## config.mk

```make
export PLATFORM = sky130hd
export DESIGN_NAME = vcfc_mul
export DESIGN_NICKNAME = d
export VERILOG_FILES = /design/src/design/vcfc_pkg.sv /design/src/design/vcfc_mul.sv
export SDC_FILE = /design/constraint.sdc
export NUM_CORES = 1
export LEC_CHECK = 0
export BUFFER_PORTS_ARGS = -buffer_cell sky130_fd_sc_hd__buf_2
export CAP_MARGIN = 10
export CORE_ASPECT_RATIO = 0.7
export CORE_MARGIN = 2
export CORE_UTILIZATION = 55
export DETAILED_ROUTE_END_ITERATION = 12
export GPL_TIMING_DRIVEN = 0
export MAX_ROUTING_LAYER = met4
export PLACE_DENSITY = 0.76
export SETUP_SLACK_MARGIN = 0.2
export SYNTH_ARGS = -nofsm -noshare
export SYNTH_HDL_FRONTEND = slang
export SYNTH_SLANG_ARGS = --single-unit
export TNS_END_PERCENT = 5
```

## constraint.sdc

```tcl
create_clock -name clk -period 5.5 [get_ports clk]
set_input_delay 0 -clock clk [delete_from_list [all_inputs] [get_ports clk]]
set_output_delay 0 -clock clk [all_outputs]
set_load 0.01 [all_outputs]
```

## src/design/vcfc_pkg.sv

```systemverilog
package vcfc_pkg;

    // opcodes of an input beat
    localparam logic [1:0] OP_WRITE = 2'd0;
    localparam logic [1:0] OP_READ  = 2'd1;
    localparam logic [1:0] OP_SCAN  = 2'd2;

    // configuration register indexes
    localparam logic [1:0] CFG_CHUNK_POS_X = 2'd0;
    localparam logic [1:0] CFG_CHUNK_POS_Z = 2'd1;
    localparam logic [1:0] CFG_VOXEL_SCALE = 2'd2;

    localparam int          CFG_DATA_W     = 16;
    localparam logic [15:0] SCALE_RESET    = 16'd256;

    // block id that lets a face show besides air
    localparam logic [7:0] WATER_ID = 8'd7;
    localparam logic [7:0] AIR_ID   = 8'd0;

    // shared multiplier widths: chunk*size + local fits 26 bits signed
    localparam int MUL_A_W = 26;
    localparam int MUL_B_W = 17;
    localparam int MUL_P_W = MUL_A_W + MUL_B_W;

    localparam logic signed [MUL_P_W-1:0] W36_HI = 43'sd34359738367;
    localparam logic signed [MUL_P_W-1:0] W36_LO = -43'sd34359738368;

    typedef struct packed {
        logic [1:0] opcode;
        logic [7:0] pos_x;
        logic [7:0] pos_y;
        logic [7:0] pos_z;
        logic [7:0] new_block;
    } in_item_t;

    typedef struct packed {
        logic [7:0]         block_id;
        logic               emitted;
        logic signed [35:0] world_x;
        logic [23:0]        world_y;
        logic signed [35:0] world_z;
        logic               scan_last;
        logic               dirty;
    } out_item_t;

    // operand pair for the shared multiplier
    typedef struct packed {
        logic signed [MUL_A_W-1:0] a;
        logic signed [MUL_B_W-1:0] b;
    } mul_req_t;

    // clamp a product to the signed 36-bit world range
    function automatic logic signed [35:0] sat36(input logic signed [MUL_P_W-1:0] v);
        logic signed [35:0] r;
        if (v > W36_HI)
        begin
            r = W36_HI[35:0];
        end
        else if (v < W36_LO)
        begin
            r = W36_LO[35:0];
        end
        else
        begin
            r = v[35:0];
        end
        return r;
    endfunction

endpackage

```

## src/design/vcfc_mul.sv

```systemverilog
module vcfc_mul
    import vcfc_pkg::*;
(
    input  logic                       clk,
    input  mul_req_t                   req,
    output logic signed [MUL_P_W-1:0]  prod
);

    logic signed [MUL_P_W-1:0] prod_reg;

    // one signed multiply per cycle, product registered
    always_ff @(posedge clk)
    begin
        prod_reg <= MUL_P_W'(req.a) * MUL_P_W'(req.b);
    end

    assign prod = prod_reg;

endmodule

```

==> impl_metrics.xml <==
<?xml version="1.0" encoding="UTF-8"?>
<metrics>
  <group name="timing">
    <metric name="final_period_minus_worst_setup_slack" unit="ns">5.513</metric>
    <metric name="rsz_0062_raised_after_global_routing" unit="">yes</metric>
    <metric name="timing_worst_slew_pin_value" unit="ns">0.6246</metric>
    <metric name="maxClockFrequency" unit="MHz">181.4</metric>
    <metric name="timing.final.setup_violations" unit="">1</metric>
    <metric name="max-slew-margin-rel" unit="%">58.36</metric>
    <metric name="finalHoldViolations" unit="">0</metric>
    <metric name="final.hold.worst_slack" unit="ns">0.1377</metric>
    <metric name="layout_worst_path_cycle_share" unit="%">100.2</metric>
    <metric name="finalMaxSlewViolations" unit="">0</metric>
    <metric name="setup_slack" unit="ns">-0.01336</metric>
  </group>
  <group name="die">
    <metric name="floorplan.die.height" unit="um">148.4</metric>
    <metric name="top_level_ports" unit="">87</metric>
    <metric name="floorplan.die.width" unit="um">210.2</metric>
    <metric name="core-area" unit="sq um">29080</metric>
    <metric name="initial_core_util" unit="%">56.31</metric>
    <metric name="die_area" unit="sq um">31190</metric>
    <metric name="row_count" unit="">52</metric>
  </group>
  <group name="yosys">
    <metric name="synth_enable_flop_cells" unit="">0</metric>
    <metric name="ys_seq_area_share" unit="%">5.256</metric>
    <metric name="async_reset_ff_share" unit="%">0</metric>
    <metric name="yosysWarnings" unit="">0</metric>
    <metric name="postSynth.topFlopCell" unit="">dfxtp_1</metric>
    <metric name="syn_area" unit="sq um">16380</metric>
    <metric name="synth.distinct_cells" unit="">50</metric>
    <metric name="synth_nets" unit="">2334</metric>
    <metric name="synth_cells" unit="">1756</metric>
    <metric name="synthesized_flop_and_latch_total" unit="">43</metric>
    <metric name="avgSynthCellArea" unit="sq um">9.326</metric>
  </group>
  <group name="global_routing">
    <metric name="first_global_vias" unit="">13726</metric>
    <metric name="grt_antenna_before_repair" unit="">1</metric>
    <metric name="global_route_layer_with_the_greatest_usage" unit="">met1</metric>
    <metric name="global_route.overflow_total" unit="">0</metric>
    <metric name="groute.layer.met1.usage" unit="%">50.09</metric>
    <metric name="grtUsageTotal" unit="%">35.71</metric>
    <metric name="use_met3" unit="%">16.36</metric>
    <metric name="global_route_wire_length_before_repair" unit="mm">79.88</metric>
    <metric name="use_met2" unit="%">47.68</metric>
    <metric name="grt_start_max_net_pins" unit="">16</metric>
  </group>
  <group name="setup_path">
    <metric name="launching_element_type_of_the_critical_path" unit="">input pin</metric>
    <metric name="cp-endpoint" unit="">prod[42]</metric>
    <metric name="cp_endpoint_kind" unit="">register</metric>
    <metric name="worst-endpoint-required" unit="ns">5.68</metric>
    <metric name="worst-setup-path-type" unit="">in -&gt; reg</metric>
    <metric name="crit_arrival" unit="ns">5.70</metric>
    <metric name="startpoint" unit="">req[21]</metric>
    <metric name="worst-path-max-fanout" unit="">8</metric>
  </group>
  <group name="detailed_routing">
    <metric name="initialDrtViolationCount" unit="">1261</metric>
    <metric name="post_drt_wl_per_cell" unit="um">22.56</metric>
    <metric name="viasPerCell" unit="">5.630</metric>
    <metric name="ant_nets" unit="">0</metric>
    <metric name="dr_total_vias" unit="">12926</metric>
    <metric name="routed_wirelength" unit="mm">51.80</metric>
    <metric name="drc" unit="">0</metric>
    <metric name="drt_pass1_iterations" unit="">6</metric>
  </group>
  <group name="status">
    <metric name="outcome" unit="">finished with violations</metric>
    <metric name="violations" unit="">setup timing</metric>
  </group>
  <group name="placed_design">
    <metric name="placement.io_buffers" unit="">82</metric>
    <metric name="dp.final_hpwl" unit="mm">41.04</metric>
    <metric name="gp_congestion" unit="">0.9971</metric>
  </group>
  <group name="finish">
    <metric name="drive_above_1_share" unit="%">17.90</metric>
    <metric name="layout-area-overhead-vs-synth" unit="%">21.12</metric>
    <metric name="layout.cells.most_common_list" unit="">inv_1 (406), fa_1 (405), nand2_1 (230)</metric>
    <metric name="layout_commonest_cell" unit="">inv_1</metric>
    <metric name="largest_reg_flops" unit="">43</metric>
    <metric name="final_nets" unit="">2493</metric>
    <metric name="final.fill_count" unit="">2092</metric>
  </group>
  <group name="job">
    <metric name="number_of_max_capacitance_violations_reported" unit="">0</metric>
  </group>
  <group name="clocking">
    <metric name="cts.root.buffer_cell" unit="">clkbuf_16</metric>
    <metric name="ctsLongestPathBuffers" unit="">2</metric>
    <metric name="clock-sinks" unit="">43</metric>
    <metric name="cts_made_buffers" unit="">5</metric>
    <metric name="tritoncts" unit="">done</metric>
    <metric name="h-tree-depth" unit="">2</metric>
    <metric name="hold_buf_cts" unit="">0</metric>
    <metric name="cts.reportedPaths.clkPinSlew" unit="ns">0.07</metric>
  </group>
  <group name="hold_path">
    <metric name="min_path_type" unit="">in -&gt; reg</metric>
  </group>
</metrics>
[cells by family after synthesis]
group           Yosys count  synth area share [%]
fa+ha+maj               534                 60.55
buf+inv                 489                 11.21
compound gates          122                 4.981
flops                    43                 5.256
simple gates            527                 15.81
xor+xnor                 41                 2.193
[per-layer routing]
layer	vias to the layer above	wire length, um
met5	-	0
met2	807	21020
li1	5437	-
met3	96	8681
met4	0	1054
met1	6586	21040
[worst min path at each step]
| stage | from | cells after the start | slack [ns] | end |
|---|---|---|---|---|
| floorplan | req[17] | 1 | 0.13 | prod[0] |
| global placement | prod[5] | 1 | 0.39 | prod[5] |
| detailed placement | prod[20] | 1 | 0.39 | prod[20] |
| CTS | req[17] | 2 | 0.1 | prod[0] |
| global route | req[17] | 2 | 0.12 | prod[0] |
| finish | req[17] | 2 | 0.14 | prod[0] |
[area by class of cell]
type / count / area, sq um / area share [%]
antenna: 2 / 5.005 / 0.02523
buffer: 72 / 1296 / 6.535
clock buffer: 5 / 125.1 / 0.6308
clock inverter: 3 / 47.55 / 0.2397
inverter: 417 / 1565 / 7.891
multi-input combinational: 1224 / 14160 / 71.38
sequential: 43 / 860.8 / 4.340
tap: 378 / 473.0 / 2.384
timing repair buffer: 152 / 1304 / 6.573
[Yosys cell counts, drive strengths merged (4+ instances only)]
master  instances  share of area (%)
dfxtp          43                5.3
a211oi          7               0.35
nor3            4               0.12
a31oi           6               0.27
o21ai          20               0.61
a21o           15               0.69
nand4           4               0.15
o21a            4               0.18
a21oi          43                1.3
xnor2          28                1.5
nor2           43               0.99
ha            103                7.9
nand2b         16               0.61
o211ai          4               0.18
fa            431                 53
o21bai          5               0.23
and2          190                7.3
xor2           13               0.70
nor2b           6               0.23
nand3           8               0.24
clkbuf         72                1.7
inv           417                9.6
nand2         241                5.5
[worst max-delay path, cell delays in order]
cell      delay (ns)
buf_6           0.12
clkbuf_8        0.15
buf_4           0.16
nor2_1          0.15
fa_1            0.47
fa_1            0.55
fa_1            0.62
fa_1            0.47
fa_1            0.52
fa_1            0.43
ha_1            0.41
inv_1           0.10
o21bai_1        0.13
a21oi_1         0.08
o21ai_1         0.14
o211ai_1        0.22
a31o_4          0.31
a211oi_4        0.36
o32ai_2         0.15
xnor2_1         0.14
[metrics by stage]
step / setup TNS (ns) / cell area [sq um] / instances / utilization, % / worst slack (ns)
after floorplan: 0 / 16440 / 1756 / - / 0.1754
after global placement: -19.61 / 17320 / 2216 / 59.56 / -1.189
after detailed placement: -20.68 / 17320 / 2216 / 59.56 / -1.264
after CTS: 0 / 19360 / 2272 / 66.55 / 0.07219
after global routing: -0.7094 / 19840 / 2296 / 68.20 / -0.1212
final: -0.01336 / 19840 / 2296 / 68.20 / -0.01336
[what timing repair did]
action,in CTS,in global routing
gates resized for setup,332,91
gates cloned,2,3
pin swaps,45,53
setup endpoints to repair,26,20
setup buffers,46,19
Power is not shown: default switching activity piles up to over one toggle a cycle in this logic, so the estimate is an artifact.
